`config.mk`:
```
export PLATFORM = sky130hd
export DESIGN_NAME = hand_clasp_toggle_swipe_detector_flat
export DESIGN_NICKNAME = d
export VERILOG_FILES = /design/src/hcts_pkg.sv /design/src/hcts_if.sv /design/src/hand_clasp_toggle_swipe_detector.sv /design/src/hcts_cfg_regs.sv /design/src/hcts_core.sv /design/src/flat_wrapper.sv
export SDC_FILE = /design/constraint.sdc
export NUM_CORES = 1
export LEC_CHECK = 0
export BUFFER_PORTS_ARGS = -buffer_cell sky130_fd_sc_hd__clkbuf_2
export CELL_PAD_IN_SITES_DETAIL_PLACEMENT = 1
export CELL_PAD_IN_SITES_GLOBAL_PLACEMENT = 1
export CORE_ASPECT_RATIO = 1.75
export CORE_MARGIN = 1
export CORE_UTILIZATION = 52
export DETAILED_ROUTE_END_ITERATION = 7
export HOLD_SLACK_MARGIN = 0.1
export PLACE_DENSITY = 0.94
export RECOVER_POWER = 50
export SLEW_MARGIN = 20
export SYNTH_ARGS = -nofsm -noshare
export SYNTH_HDL_FRONTEND = slang
export SYNTH_SLANG_ARGS = --single-unit
```
`constraint.sdc`:
```
create_clock -name clk -period 8.5 [get_ports clk]
set_input_delay 1.275 -clock clk [delete_from_list [all_inputs] [get_ports clk]]
set_output_delay 1.275 -clock clk [all_outputs]
set_load 0.005 [all_outputs]
```
`src/hcts_pkg.sv`:
```
// shared types and constants for the hand clasp toggle and swipe detector
`timescale 1ns / 1ps

package hcts_pkg;

	// configuration register indexes
	localparam int CfgIdxW = 3;
	typedef enum logic [CfgIdxW-1:0] {
		CFG_HOLD_TIME    = 3'd0,
		CFG_SWIPE_WINDOW = 3'd1,
		CFG_RIGHT_ZONE   = 3'd2,
		CFG_LEFT_ZONE    = 3'd3,
		CFG_X_TOL        = 3'd4,
		CFG_Y_TOL        = 3'd5
	} cfg_idx_t;

	localparam int CfgDataW = 16;

	// swipe codes
	typedef enum logic [1:0] {
		SWIPE_NONE  = 2'd0,
		SWIPE_LEFT  = 2'd1,
		SWIPE_RIGHT = 2'd2
	} swipe_t;

	// register reset values
	localparam logic [15:0]        HoldTimeRst    = 16'd5000;
	localparam logic [15:0]        SwipeWindowRst = 16'd200;
	localparam logic signed [15:0] RightZoneRst   = 16'sd614;
	localparam logic signed [15:0] LeftZoneRst    = -16'sd614;
	localparam logic [14:0]        XTolRst        = 15'd819;
	localparam logic [14:0]        YTolRst        = 15'd2048;

	// live configuration
	typedef struct packed {
		logic [15:0]        hold_time_ms;
		logic [15:0]        swipe_window_ms;
		logic signed [15:0] right_zone_x;
		logic signed [15:0] left_zone_x;
		logic [14:0]        x_tolerance;
		logic [14:0]        y_tolerance;
	} cfg_t;

	// one skeleton frame
	typedef struct packed {
		logic signed [15:0] left_x;
		logic signed [15:0] left_y;
		logic signed [15:0] right_x;
		logic signed [15:0] right_y;
		logic [31:0]        now_ms;
	} frame_t;

	// one result beat
	typedef struct packed {
		swipe_t swipe;
		logic   sliding_on;
		logic   sliding_changed;
	} result_t;

endpackage

```
`src/hcts_if.sv`:
```
// handshake channel interfaces for frames and results
`timescale 1ns / 1ps

interface hcts_frame_if;
	logic               valid;
	logic               ready;
	logic signed [15:0] left_x;
	logic signed [15:0] left_y;
	logic signed [15:0] right_x;
	logic signed [15:0] right_y;
	logic [31:0]        now_ms;

	modport source (output valid, left_x, left_y, right_x, right_y, now_ms, input ready);
	modport sink (input valid, left_x, left_y, right_x, right_y, now_ms, output ready);
endinterface

interface hcts_result_if;
	logic       valid;
	logic       ready;
	logic [1:0] swipe;
	logic       sliding_on;
	logic       sliding_changed;

	modport source (output valid, swipe, sliding_on, sliding_changed, input ready);
	modport sink (input valid, swipe, sliding_on, sliding_changed, output ready);
endinterface

```
`src/hand_clasp_toggle_swipe_detector.sv`:
```
// top level of the hand clasp toggle and swipe detector
`timescale 1ns / 1ps

// Takes skeleton frames and returns one result per frame, in
// order. A frame is captured in an input register, evaluated against the
// gesture state combinationally and written to the result register, so
// throughput is one frame per cycle while the result side keeps ready
// high; the state loop through the core allows that rate. A held result
// lets the input register take one more beat, and the input stalls once
// both registers hold a frame.
// Configuration writes are meant for idle periods.

module hand_clasp_toggle_swipe_detector (
	input  logic                          clk,
	input  logic                          arst_n,
	hcts_frame_if.sink                    frame,
	hcts_result_if.source                 result,
	input  logic                          wr_en,
	input  logic [hcts_pkg::CfgIdxW-1:0]  wr_index,
	input  logic [hcts_pkg::CfgDataW-1:0] wr_data
);

	hcts_pkg::cfg_t    cfg;
	hcts_pkg::frame_t  frame_s1;
	logic              valid_s1;
	hcts_pkg::result_t res_comb;
	hcts_pkg::result_t res_s2;
	logic              valid_s2;
	logic              adv;
	logic              take;

	hcts_cfg_regs u_cfg (
		.clk      (clk),
		.arst_n   (arst_n),
		.wr_en    (wr_en),
		.wr_index (wr_index),
		.wr_data  (wr_data),
		.cfg      (cfg)
	);

	// pipeline handshake
	assign adv         = valid_s1 && (!valid_s2 || result.ready);
	assign frame.ready = !valid_s1 || adv;
	assign take        = frame.valid && frame.ready;

	// input register
	always_ff @(posedge clk or negedge arst_n) begin
		if (!arst_n) begin
			valid_s1 <= 1'b0;
		end else if (frame.ready) begin
			valid_s1 <= frame.valid;
		end
	end

	always_ff @(posedge clk) begin
		if (take) begin
			frame_s1.left_x  <= frame.left_x;
			frame_s1.left_y  <= frame.left_y;
			frame_s1.right_x <= frame.right_x;
			frame_s1.right_y <= frame.right_y;
			frame_s1.now_ms  <= frame.now_ms;
		end
	end

	hcts_core u_core (
		.clk    (clk),
		.arst_n (arst_n),
		.adv    (adv),
		.frame  (frame_s1),
		.cfg    (cfg),
		.result (res_comb)
	);

	// result register
	always_ff @(posedge clk or negedge arst_n) begin
		if (!arst_n) begin
			valid_s2 <= 1'b0;
		end else if (!valid_s2 || result.ready) begin
			valid_s2 <= valid_s1;
		end
	end

	always_ff @(posedge clk) begin
		if (adv) begin
			res_s2 <= res_comb;
		end
	end

	assign result.valid           = valid_s2;
	assign result.swipe           = res_s2.swipe;
	assign result.sliding_on      = res_s2.sliding_on;
	assign result.sliding_changed = res_s2.sliding_changed;

endmodule

```
`src/hcts_cfg_regs.sv`:
```
// configuration register file with write port
`timescale 1ns / 1ps

module hcts_cfg_regs (
	input  logic                          clk,
	input  logic                          arst_n,
	input  logic                          wr_en,
	input  logic [hcts_pkg::CfgIdxW-1:0]  wr_index,
	input  logic [hcts_pkg::CfgDataW-1:0] wr_data,
	output hcts_pkg::cfg_t                cfg
);

	hcts_pkg::cfg_t cfg_q;

	// register writes, unknown indexes dropped
	always_ff @(posedge clk or negedge arst_n) begin
		if (!arst_n) begin
			cfg_q.hold_time_ms    <= hcts_pkg::HoldTimeRst;
			cfg_q.swipe_window_ms <= hcts_pkg::SwipeWindowRst;
			cfg_q.right_zone_x    <= hcts_pkg::RightZoneRst;
			cfg_q.left_zone_x     <= hcts_pkg::LeftZoneRst;
			cfg_q.x_tolerance     <= hcts_pkg::XTolRst;
			cfg_q.y_tolerance     <= hcts_pkg::YTolRst;
		end else if (wr_en) begin
			case (wr_index)
				hcts_pkg::CFG_HOLD_TIME:    cfg_q.hold_time_ms    <= wr_data;
				hcts_pkg::CFG_SWIPE_WINDOW: cfg_q.swipe_window_ms <= wr_data;
				hcts_pkg::CFG_RIGHT_ZONE:   cfg_q.right_zone_x    <= $signed(wr_data);
				hcts_pkg::CFG_LEFT_ZONE:    cfg_q.left_zone_x     <= $signed(wr_data);
				hcts_pkg::CFG_X_TOL:        cfg_q.x_tolerance     <= wr_data[14:0];
				hcts_pkg::CFG_Y_TOL:        cfg_q.y_tolerance     <= wr_data[14:0];
				default: ;
			endcase
		end
	end

	assign cfg = cfg_q;

endmodule

```
`src/hcts_core.sv`:
```
// gesture state and combinational clasp and swipe evaluation
`timescale 1ns / 1ps

module hcts_core (
	input  logic                clk,
	input  logic                arst_n,
	input  logic                adv,
	input  hcts_pkg::frame_t    frame,
	input  hcts_pkg::cfg_t      cfg,
	output hcts_pkg::result_t   result
);

	logic        sliding_q;
	logic        in_right_q;
	logic        in_left_q;
	logic [31:0] last_left_q;
	logic [31:0] last_right_q;
	logic [31:0] clasp_start_q;

	logic signed [16:0] dx;
	logic signed [16:0] dy;
	logic [16:0]        mag_x;
	logic [16:0]        mag_y;
	logic               close_x;
	logic               close_y;
	logic [31:0]        clasp_elapsed;
	logic [31:0]        left_elapsed;
	logic [31:0]        right_elapsed;
	logic               toggle;
	logic               restart;
	logic               slide_nxt;
	logic               hit_right;
	logic               hit_left;
	hcts_pkg::swipe_t   swipe;

	// hand separation magnitudes
	assign dx    = {frame.left_x[15], frame.left_x} - {frame.right_x[15], frame.right_x};
	assign dy    = {frame.left_y[15], frame.left_y} - {frame.right_y[15], frame.right_y};
	assign mag_x = dx[16] ? 17'(-dx) : 17'(dx);
	assign mag_y = dy[16] ? 17'(-dy) : 17'(dy);
	assign close_x = mag_x < {2'b00, cfg.x_tolerance};
	assign close_y = mag_y < {2'b00, cfg.y_tolerance};

	// clasp hold timer, wrapping difference
	assign clasp_elapsed = frame.now_ms - clasp_start_q;
	assign toggle    = close_x && close_y && (clasp_elapsed > {16'd0, cfg.hold_time_ms});
	assign restart   = !close_x || toggle;
	assign slide_nxt = sliding_q ^ toggle;

	// zone test uses the sliding mode after this frame's toggle
	assign hit_right = slide_nxt && (frame.right_x > cfg.right_zone_x);
	assign hit_left  = slide_nxt && !hit_right && (frame.right_x < cfg.left_zone_x);
	assign left_elapsed  = frame.now_ms - last_left_q;
	assign right_elapsed = frame.now_ms - last_right_q;

	always_comb begin
		swipe = hcts_pkg::SWIPE_NONE;
		if (hit_right && in_left_q && (left_elapsed < {16'd0, cfg.swipe_window_ms})) begin
			swipe = hcts_pkg::SWIPE_RIGHT;
		end else if (hit_left && in_right_q &&
				(right_elapsed < {16'd0, cfg.swipe_window_ms})) begin
			swipe = hcts_pkg::SWIPE_LEFT;
		end
	end

	// state update when the frame moves into the result register
	always_ff @(posedge clk or negedge arst_n) begin
		if (!arst_n) begin
			sliding_q     <= 1'b0;
			in_right_q    <= 1'b0;
			in_left_q     <= 1'b0;
			last_left_q   <= '0;
			last_right_q  <= '0;
			clasp_start_q <= '0;
		end else if (adv) begin
			sliding_q <= slide_nxt;
			if (restart) begin
				clasp_start_q <= frame.now_ms;
			end
			if (hit_right) begin
				in_right_q   <= 1'b1;
				in_left_q    <= 1'b0;
				last_right_q <= frame.now_ms;
			end else if (hit_left) begin
				in_right_q  <= 1'b0;
				in_left_q   <= 1'b1;
				last_left_q <= frame.now_ms;
			end
		end
	end

	assign result.swipe           = swipe;
	assign result.sliding_on      = slide_nxt;
	assign result.sliding_changed = toggle;

endmodule

```
`src/flat_wrapper.sv`:
```
// flat-port wrapper written by rule: the top's interface ports become plain ports
module hand_clasp_toggle_swipe_detector_flat 
  (clk, arst_n, wr_en, wr_index, wr_data, frame_valid, frame_left_x, frame_left_y, frame_right_x, frame_right_y, frame_now_ms, frame_ready, result_valid, result_swipe, result_sliding_on, result_sliding_changed, result_ready);
  hcts_frame_if frame_i ();
  hcts_result_if result_i ();
  input  logic clk;
  input  logic arst_n;
  input  logic wr_en;
  input  logic [hcts_pkg::CfgIdxW-1:0] wr_index;
  input  logic [hcts_pkg::CfgDataW-1:0] wr_data;
  input wire logic [$bits(frame_i.valid)-1:0] frame_valid;
  input wire logic [$bits(frame_i.left_x)-1:0] frame_left_x;
  input wire logic [$bits(frame_i.left_y)-1:0] frame_left_y;
  input wire logic [$bits(frame_i.right_x)-1:0] frame_right_x;
  input wire logic [$bits(frame_i.right_y)-1:0] frame_right_y;
  input wire logic [$bits(frame_i.now_ms)-1:0] frame_now_ms;
  output wire logic [$bits(frame_i.ready)-1:0] frame_ready;
  output wire logic [$bits(result_i.valid)-1:0] result_valid;
  output wire logic [$bits(result_i.swipe)-1:0] result_swipe;
  output wire logic [$bits(result_i.sliding_on)-1:0] result_sliding_on;
  output wire logic [$bits(result_i.sliding_changed)-1:0] result_sliding_changed;
  input wire logic [$bits(result_i.ready)-1:0] result_ready;
  assign frame_i.valid = frame_valid;
  assign frame_i.left_x = frame_left_x;
  assign frame_i.left_y = frame_left_y;
  assign frame_i.right_x = frame_right_x;
  assign frame_i.right_y = frame_right_y;
  assign frame_i.now_ms = frame_now_ms;
  assign frame_ready = frame_i.ready;
  assign result_valid = result_i.valid;
  assign result_swipe = result_i.swipe;
  assign result_sliding_on = result_i.sliding_on;
  assign result_sliding_changed = result_i.sliding_changed;
  assign result_i.ready = result_ready;
  hand_clasp_toggle_swipe_detector u_core (.clk(clk), .arst_n(arst_n), .frame(frame_i), .result(result_i), .wr_en(wr_en), .wr_index(wr_index), .wr_data(wr_data));
endmodule
```
# --- Word level (Yosys, flattened, before mapping) ---
# Index checks and enable logic that the tools add are counted.
totals:
  regBits: 295
  output_inout_bits: 6
  elab_cells: 80
  latchBits: 0
  input_bits: 120
  ramBits: 0
  n_memories: 0
  rom_bits: 0
op_classes:
  n_reduce_logical: 30
  muxes: 7
  n_div: 0
  eq_ne: 5
  n_shift: 0
  mul: 0
  n_addsub: 7
  n_bitwise: 2
  order_cmp: 7
op_table:
  columns: ["op", "count"]
  rows:
  - ["$sub A32 B32 Y32", 3]
  - ["$lt A32 B16 Y1", 2]
  - ["$lt A17 B15 Y1", 2]
  - ["$mux W17", 2]
  - ["$neg A17 Y17", 2]
  - ["$sub A16 B16 Y17", 2]
  - ["$gt A32 B16 Y1", 1]
  - ["$reduce_and A2 Y1", 9]
  - ["$gt A16 B16 Y1", 1]
  - ["$lt A16 B16 Y1", 1]
  - ["$logic_and A1 B1 Y1", 11]
  - ["$eq A3 B2 Y1 const B", 2]
  - ["$eq A3 B3 Y1 const B", 2]
  - ["$mux W1", 5]
  - ["$logic_not A1 Y1", 4]
  - ["$eq A3 B1 Y1 const B", 1]
  - ["$logic_not A3 Y1", 1]
  - ["$logic_or A1 B1 Y1", 3]
  - ["$reduce_and A3 Y1", 1]
  - ["$reduce_bool A2 Y1", 1]
  - ["$not A1 Y1", 1]
  - ["$xor A1 B1 Y1", 1]

# --- Logic depth before layout (Yosys ltp) ---
logic_depth:
  depth_word: 14
  depth_mapped: 26
  depth_no_buf: 23

# --- By module ---
# From an unflattened synthesis, not the netlist that was laid out.
hier_totals:
  cells_unflattened: 2061
  hier_area_um2: 21290.4
by_module_without_submodules:
  columns: ["mod", "area_per_inst_um2", "cells_per_inst", "seq_area_each_um2", "n_inst"]
  rows:
  - ["hcts_core", 14551.5, 1749, 2477.4, 1]
  - ["hcts_cfg_regs", 3632.2, 204, 2391.0, 1]
  - ["hand_clasp_toggle_swipe_detector", 3106.7, 108, 3052.9, 1]

# --- Worst setup path before layout ---
# Ideal clock, no wire load.
synth_timing:
  path_type: "reg2reg"
  from: "register u_core.frame_s1[48] (netlist name)"
  to: "register u_core.u_core.last_left_q[23]"
  path_slack_ns: 3.557
  period_less_slack_ns: 4.943
  setup_time_ns: 0.136
  required_time_ns: 8.364
  arrival_ns: 4.806
  n_path_buf: 1
  path_stages_with_launch: 21
  cell_sequence: "edfxtp_1 ha_1 fa_1 nand2b_1 a21oi_1 a211oi_1 o21bai_1 a31oi_1 o31ai_1 nor2_1 xor2_1 ha_1 a2111oi_0 o21ai_0 o22ai_1 o31a_1 o21a_1 nand3_1 a211oi_2 buf_2 o32ai_1"
synth_via:
  elab_chain_len: 12
  word_cells_on_any_way: 15
  classes_between: "add/sub (2); order compare (3); mux (1); bitwise (2); reduce/logical (7)"
synth_rtl:
  columns: ["item", "line", "source"]
  rows:
  - ["start, declared", "hand_clasp_toggle_swipe_detector.sv:24", "hcts_pkg::frame_t frame_s1;"]
  - ["$sub A16 B16 Y17", "hcts_core.sv:37", "assign dx = {frame.left_x[15], frame.left_x} - {frame.right_x[15], frame.right_x};"]
  - ["$neg A17 Y17", "hcts_core.sv:39", "assign mag_x = dx[16] ? 17'(-dx) : 17'(dx);"]
  - ["$mux W17", "hcts_core.sv:39", null]
  - ["$lt A17 B15 Y1", "hcts_core.sv:41", "assign close_x = mag_x < {2'b00, cfg.x_tolerance};"]
  - ["$logic_and A1 B1 Y1 (2 in a row)", "hcts_core.sv:46", "assign toggle = close_x && close_y && (clasp_elapsed > {16'd0, cfg.hold_time_ms});"]
  - ["$xor A1 B1 Y1", "hcts_core.sv:48", "assign slide_nxt = sliding_q ^ toggle;"]
  - ["$logic_and A1 B1 Y1", "hcts_core.sv:51", "assign hit_right = slide_nxt && (frame.right_x > cfg.right_zone_x);"]
  - ["$logic_not A1 Y1", "hcts_core.sv:52", "assign hit_left = slide_nxt && !hit_right && (frame.right_x < cfg.left_zone_x);"]
  - ["$logic_and A1 B1 Y1 (2 in a row)", "hcts_core.sv:52", null]
  - ["$reduce_and A3 Y1 (no source line) (*)", null, null]
  - ["end signal, assigned", "hcts_core.sv:87", "last_left_q <= frame.now_ms;"]
  - ["end, declared", "hcts_core.sv:16", "logic [31:0] last_left_q;"]
# Mark *: on every way between the ends. The rest lies on a longest branch, timed or not.
# A chain may end at the register's enable or synchronous reset.

# --- Final worst setup path ---
layout_timing:
  from: "register u_core.frame_s1[48] (netlist name)"
  to: "register u_core.u_core.last_right_q[10]"
layout_via:
  elab_chain_len: 9
  word_cells_on_any_way: 10
  classes_between: "add/sub (2); order compare (2); mux (1); bitwise (1); reduce/logical (4)"
layout_rtl:
  columns: ["item", "line", "source"]
  rows:
  - ["$sub A16 B16 Y17", "hcts_core.sv:37", null]
  - ["$neg A17 Y17", "hcts_core.sv:39", null]
  - ["$mux W17", "hcts_core.sv:39", null]
  - ["$lt A17 B15 Y1", "hcts_core.sv:41", null]
  - ["$logic_and A1 B1 Y1 (2 in a row)", "hcts_core.sv:46", null]
  - ["$xor A1 B1 Y1", "hcts_core.sv:48", null]
  - ["$logic_and A1 B1 Y1 (*)", "hcts_core.sv:51", null]
  - ["$reduce_and A2 Y1 (no source line) (*)", null, null]
  - ["end signal, assigned", "hcts_core.sv:83", "last_right_q <= frame.now_ms;"]
  - ["end, declared", "hcts_core.sv:17", "logic [31:0] last_right_q;"]
# Marks and branches as above.

==> results.md <==
- The repair_antennas step left the layout with diodes totalling 0.
- Using the TritonRoute via totals, the vias-per-cell ratio works out to 6.44.
- The number of input and output port buffers inserted is 125.
- The highest cell delay on the worst timing path is 860 ps.
- The growth of design area from synthesis to finish is 9.88%.
- The congestion estimate from routability-driven global placement came to 0.970.
- The cell area after technology mapping is 0.0208 sq mm.
- For this block, the routed nets add up to 72,400 um of wire.
- The maximum level of the CTS H-tree is 1.
- The floorplan has 96 rows.
- The layout cell share with drive strength beyond 1 is 11.0%.
- In the final timing run, aggregate negative setup slack is 0 ps.
- The worst pin sits at a relative slew slack of -162%.
- The minimum clock period after layout is 7010 ps.
- The final hold slack is 497 ps.
- For this run, the register share of the synthesized area comes to 38.2%.
- Dividing total power by cell area gives a power density of 349 mW/mm^2.
- The number of gates resized after cts is 0.
- The combined global-route utilization of all metal layers is 36.0%.
- Of the total power, combinational logic draws 56.9%.
- After detailed routing, the met3 layer carries 2780 um of wire.
- The core region is 0.0393 sq mm.
- The number of enable flip-flop cells after synthesis is 100.
- The number of hold buffers added after CTS was 0.
- The gate count of the mapped netlist is 2,263.
- The per-cell routed wire length is 25.1 um.
- The number of pins with negative max-slew slack in the final report is 169.
- The total via count after detailed routing is 18,600.
- Grouping stages by cell kind, the critical path spends the most delay in compound AO/OA/AOI/OAI gates.
- The die is 266 um tall.
- The switching share of power is 45.6%.
- The slowest library cell on the worst path is sky130_fd_sc_hd__o31ai_1.
- STA classifies the critical path endpoint as a flip-flop.
- The final non-filler cell total is 2,882.
- The die width is 153 um.
- The ratio of final minimum period to clock period is 82.4%.
- The total count of hold-check failures in the final report is 0.
- The fraction of power consumed by the clock network is 17.4%.
- The initial DRC count is 957.
- The post-synthesis area per instance is 9.17 sq um.
- The number of global-route vias before repair came to 20,900.
- Along the worst hold path, the cell count comes to 1.
- The signal on the critical path passes through ha_1 > fa_1 > nand2b_1 > a21oi_1 > a211oi_1 > o21bai_1 > a31oi_1 > o31ai_1 > nor2_1 > xor2_1 > ha_1 > a2111oi_0 > o21ai_0 > o22ai_1 > o31a_1 > o21ai_1 > nor3_1 > nor2_4 > buf_4 > o32ai_1.
- The critical path is of the flip-flop to flip-flop type.
- The cell-internal power is 4.32 mW.
- The first TritonRoute pass finished after 7 iterations.
- The highest metal layer with signal wires is met4.
- The sum of internal, switching and leakage power is 7.95 mW.
- The transition time at the pin with the least slew margin is 3930 ps.
- The sequential share of power is 25.7%.
- For this design, the sink count on the clock tree is 295.
- The HPWL reported at the end of detailed placement is 53,500 um.
- For this design the total switching power over the nets is 3.63 mW.
- The peak fanout along the critical path is 49.
- The most common cell after layout, fill and taps aside is sky130_fd_sc_hd__inv_1.
- In the final routing, the length of wire on met1 measures 24,700 um.
- In the layout the commonest cells are sky130_fd_sc_hd__inv_1, sky130_fd_sc_hd__nand2_1, sky130_fd_sc_hd__ha_1, sky130_fd_sc_hd__o21ai_0, sky130_fd_sc_hd__dfrtp_1.
- Once detail routing completed, the nets flagged for antenna violations numbered 0.
- The worst clock skew on the final layout is 27.5 ps.
- The starting density of the core is 52.8%.
- The met2 layer wire length in the routed design is 38,100 um.
- At the worst endpoint, the required time is 8930 ps.
- The wire length of the first global-routing pass is 114,000 um.
- IR analysis of the VDD net gives a maximum drop of 0.226 mV.
- The number of remaining DRC errors is 0.
- The clock root buffer master is sky130_fd_sc_hd__clkbuf_16.
- The length in cells of the worst reg-to-reg path is 20.
- The tightest min-delay check is of the flip-flop to flip-flop type.
- STA classifies the critical path startpoint as a flip-flop.
- In this run, synthesis produced a sequential element count of 295.
- During synthesis, Yosys emitted a total of 0 warnings.
- The clock tree buffer depth is 3.
- Data on the critical path arrives at its endpoint at 7440 ps.
- The synthesized netlist net count is 2,620.
- The number of instances in the placed design is 2,827.
- The floorplan step defined a die boundary enclosing 0.0407 sq mm.
- The leftover overflow at the end of global routing is 0.
- TritonCTS built the clock tree.
- Counting stages on the worst path, the most repeated cell is sky130_fd_sc_hd__ha_1.
- The I/O pin count is 126.
- The total leakage power is 10.1 nW.
- The pin count of the biggest net entering global routing is 69.
- For this run, the share of the core covered by cells in the final layout is 58.1%.
- The upper clock frequency limit is 143 MHz.
- The number of antenna violations at the first check in global routing came to 0.
- The cell count along the critical path is 20.
- The clock slew at the register clock pins of the worst setup and hold paths is 70 ps.
- The flow ran to the end, but the final reports show violations.
- The final layout net count is 2,727.
- For this run, asynchronously set or reset flops after synthesis account for 66.1%.
- The final reports fail on max-capacitance violations, max-slew violations.
- Setup repair after global routing left no endpoint under its margin.
- Among all flip-flop cells after synthesis, the most frequent one is sky130_fd_sc_hd__dfrtp_1.
- Clock tree synthesis inserted a total of 29 buffers.
- The number of distinct library cells after synthesis is 82.
- The later pin in the worst-skew pair is clocked with a latency of 590 ps.
- Setup violations remaining at the end of the flow were counted as 0.
- The reported max-cap violation count is 3.
- The post-CTS repair timing setup buffer count is 0.
- Counting both buffers and inverters, the worst setup path holds a total of 1.
routing by layer:
layer / track usage, % / up-vias
met3: 4.31 / 324
met1: 34.6 / 9255
met2: 68.0 / 614
met4: 29.8 / 0
met5: 0 / -
li1: - / 8377
cells in the mapped netlist (8+ instances only):
master / n / area (sq um)
sky130_fd_sc_hd__nor3b_1: 8 / 60.1
sky130_fd_sc_hd__ha_1: 232 / 2900
sky130_fd_sc_hd__dfstp_2: 31 / 815
sky130_fd_sc_hd__nor3_1: 40 / 200
sky130_fd_sc_hd__nand4_1: 32 / 200
sky130_fd_sc_hd__a21oi_1: 161 / 806
sky130_fd_sc_hd__nand3_1: 34 / 170
sky130_fd_sc_hd__edfxtp_1: 100 / 3000
sky130_fd_sc_hd__clkbuf_1: 52 / 195
sky130_fd_sc_hd__dfrtp_1: 164 / 4100
sky130_fd_sc_hd__a21o_1: 55 / 413
sky130_fd_sc_hd__buf_2: 9 / 45.0
sky130_fd_sc_hd__mux2i_1: 10 / 100
sky130_fd_sc_hd__xor2_1: 36 / 315
sky130_fd_sc_hd__or2_2: 8 / 50.1
sky130_fd_sc_hd__o21ai_0: 185 / 926
sky130_fd_sc_hd__a2111oi_0: 10 / 87.6
sky130_fd_sc_hd__nand2b_1: 28 / 175
sky130_fd_sc_hd__mux2_2: 39 / 439
sky130_fd_sc_hd__o21bai_1: 8 / 60.1
sky130_fd_sc_hd__nand3b_1: 9 / 67.6
sky130_fd_sc_hd__a31oi_1: 22 / 138
sky130_fd_sc_hd__nand2_1: 237 / 890
sky130_fd_sc_hd__and2_1: 10 / 62.6
sky130_fd_sc_hd__or3_1: 11 / 68.8
sky130_fd_sc_hd__nor4_1: 10 / 62.6
sky130_fd_sc_hd__nor2b_1: 24 / 150
sky130_fd_sc_hd__a211oi_1: 14 / 105
sky130_fd_sc_hd__a21boi_0: 15 / 113
sky130_fd_sc_hd__xnor2_1: 63 / 552
sky130_fd_sc_hd__o32ai_1: 64 / 561
sky130_fd_sc_hd__a211o_1: 10 / 87.6
sky130_fd_sc_hd__nor2_1: 95 / 357
sky130_fd_sc_hd__o211ai_1: 10 / 75.1
sky130_fd_sc_hd__inv_1: 271 / 1020
sky130_fd_sc_hd__and3_1: 11 / 68.8
sky130_fd_sc_hd__o22ai_1: 12 / 75.1
sky130_fd_sc_hd__o21a_1: 23 / 173
per-stage QoR:
stage	cell area (sq um)	setup slack (ps)
global route	22800	1180
detailed placement	21900	1520
global placement	21900	2010
finish	22800	1490
CTS	22900	1460
floorplan	20800	3560
kinds of logic (layout without fill, tap and decap cells):
logic type	Yosys count	count (layout)	synth area share [%]
AO/OA/AOI/OAI	665	665	20.8
AND/OR/NAND/NOR	579	579	13.4
multiplexers	49	49	2.60
XOR/XNOR	99	99	4.18
buffers and inverters	339	468	6.37
flip-flops	295	295	38.2
adder cells (fa/ha/maj)	237	237	14.5
power groups by stage:
stage | clock [mW] | combinational (mW) | sequential (mW)
after floorplan | 0 | 3.12 | 1.98
after global placement | 0 | 3.99 | 2.02
after detailed placement | 0 | 4.32 | 2.05
after CTS | 1.39 | 4.45 | 2.03
after global routing | 1.43 | 4.94 | 2.07
final | 1.38 | 4.52 | 2.05
worst reg2reg max path, stage by stage (launching register included):
cell and delay, ps:
sky130_fd_sc_hd__edfxtp_1 410, sky130_fd_sc_hd__ha_1 270, sky130_fd_sc_hd__fa_1 460, sky130_fd_sc_hd__nand2b_1 200, sky130_fd_sc_hd__a21oi_1 370, sky130_fd_sc_hd__a211oi_1 200
sky130_fd_sc_hd__o21bai_1 260, sky130_fd_sc_hd__a31oi_1 180, sky130_fd_sc_hd__o31ai_1 860, sky130_fd_sc_hd__nor2_1 140, sky130_fd_sc_hd__xor2_1 200, sky130_fd_sc_hd__ha_1 200
sky130_fd_sc_hd__a2111oi_0 630, sky130_fd_sc_hd__o21ai_0 200, sky130_fd_sc_hd__o22ai_1 240, sky130_fd_sc_hd__o31a_1 230, sky130_fd_sc_hd__o21ai_1 150, sky130_fd_sc_hd__nor3_1 520
sky130_fd_sc_hd__nor2_4 230, sky130_fd_sc_hd__buf_4 360, sky130_fd_sc_hd__o32ai_1 570
flip-flops by register name (all words and copies together), names as in the netlist:
name                           cells
u_core.frame_s1                   96
u_core.u_cfg.cfg                  94
u_core.u_core.clasp_start_q       32
u_core.u_core.last_left_q         32
u_core.u_core.last_right_q        32
u_core.result.swipe                2
u_core.result.sliding_changed      1
u_core.result.sliding_on           1
u_core.result.valid                1
u_core.u_core.in_left_q            1
u_core.u_core.in_right_q           1
u_core.u_core.sliding_q            1
u_core.valid_s1                    1
area by class of cell:
cell class	instances	area, sq um
fillers	4527	16500
multi-input cells	1629	11600
flip-flops and latches	295	7920
inverters	272	1020
clock buffers	33	741
repair buffers	143	726
well taps	490	613
clock inverters	20	234
worst paths after layout:
kind	from	end	slack [ps]
worst max-delay path	u_core.frame_s1[48]	u_core.u_core.last_right_q[10]	1490
worst min-delay path	u_core.valid_s1	u_core.result.valid	500
worst max register to register	u_core.frame_s1[48]	u_core.u_core.last_right_q[10]	1490
worst min register to register	u_core.valid_s1	u_core.result.valid	500
max in group asynchronous	arst_n	u_core.u_cfg.cfg[66]	3100
min in group asynchronous	arst_n	u_core.valid_s1	2040
(Power assumes the default switching activity.)
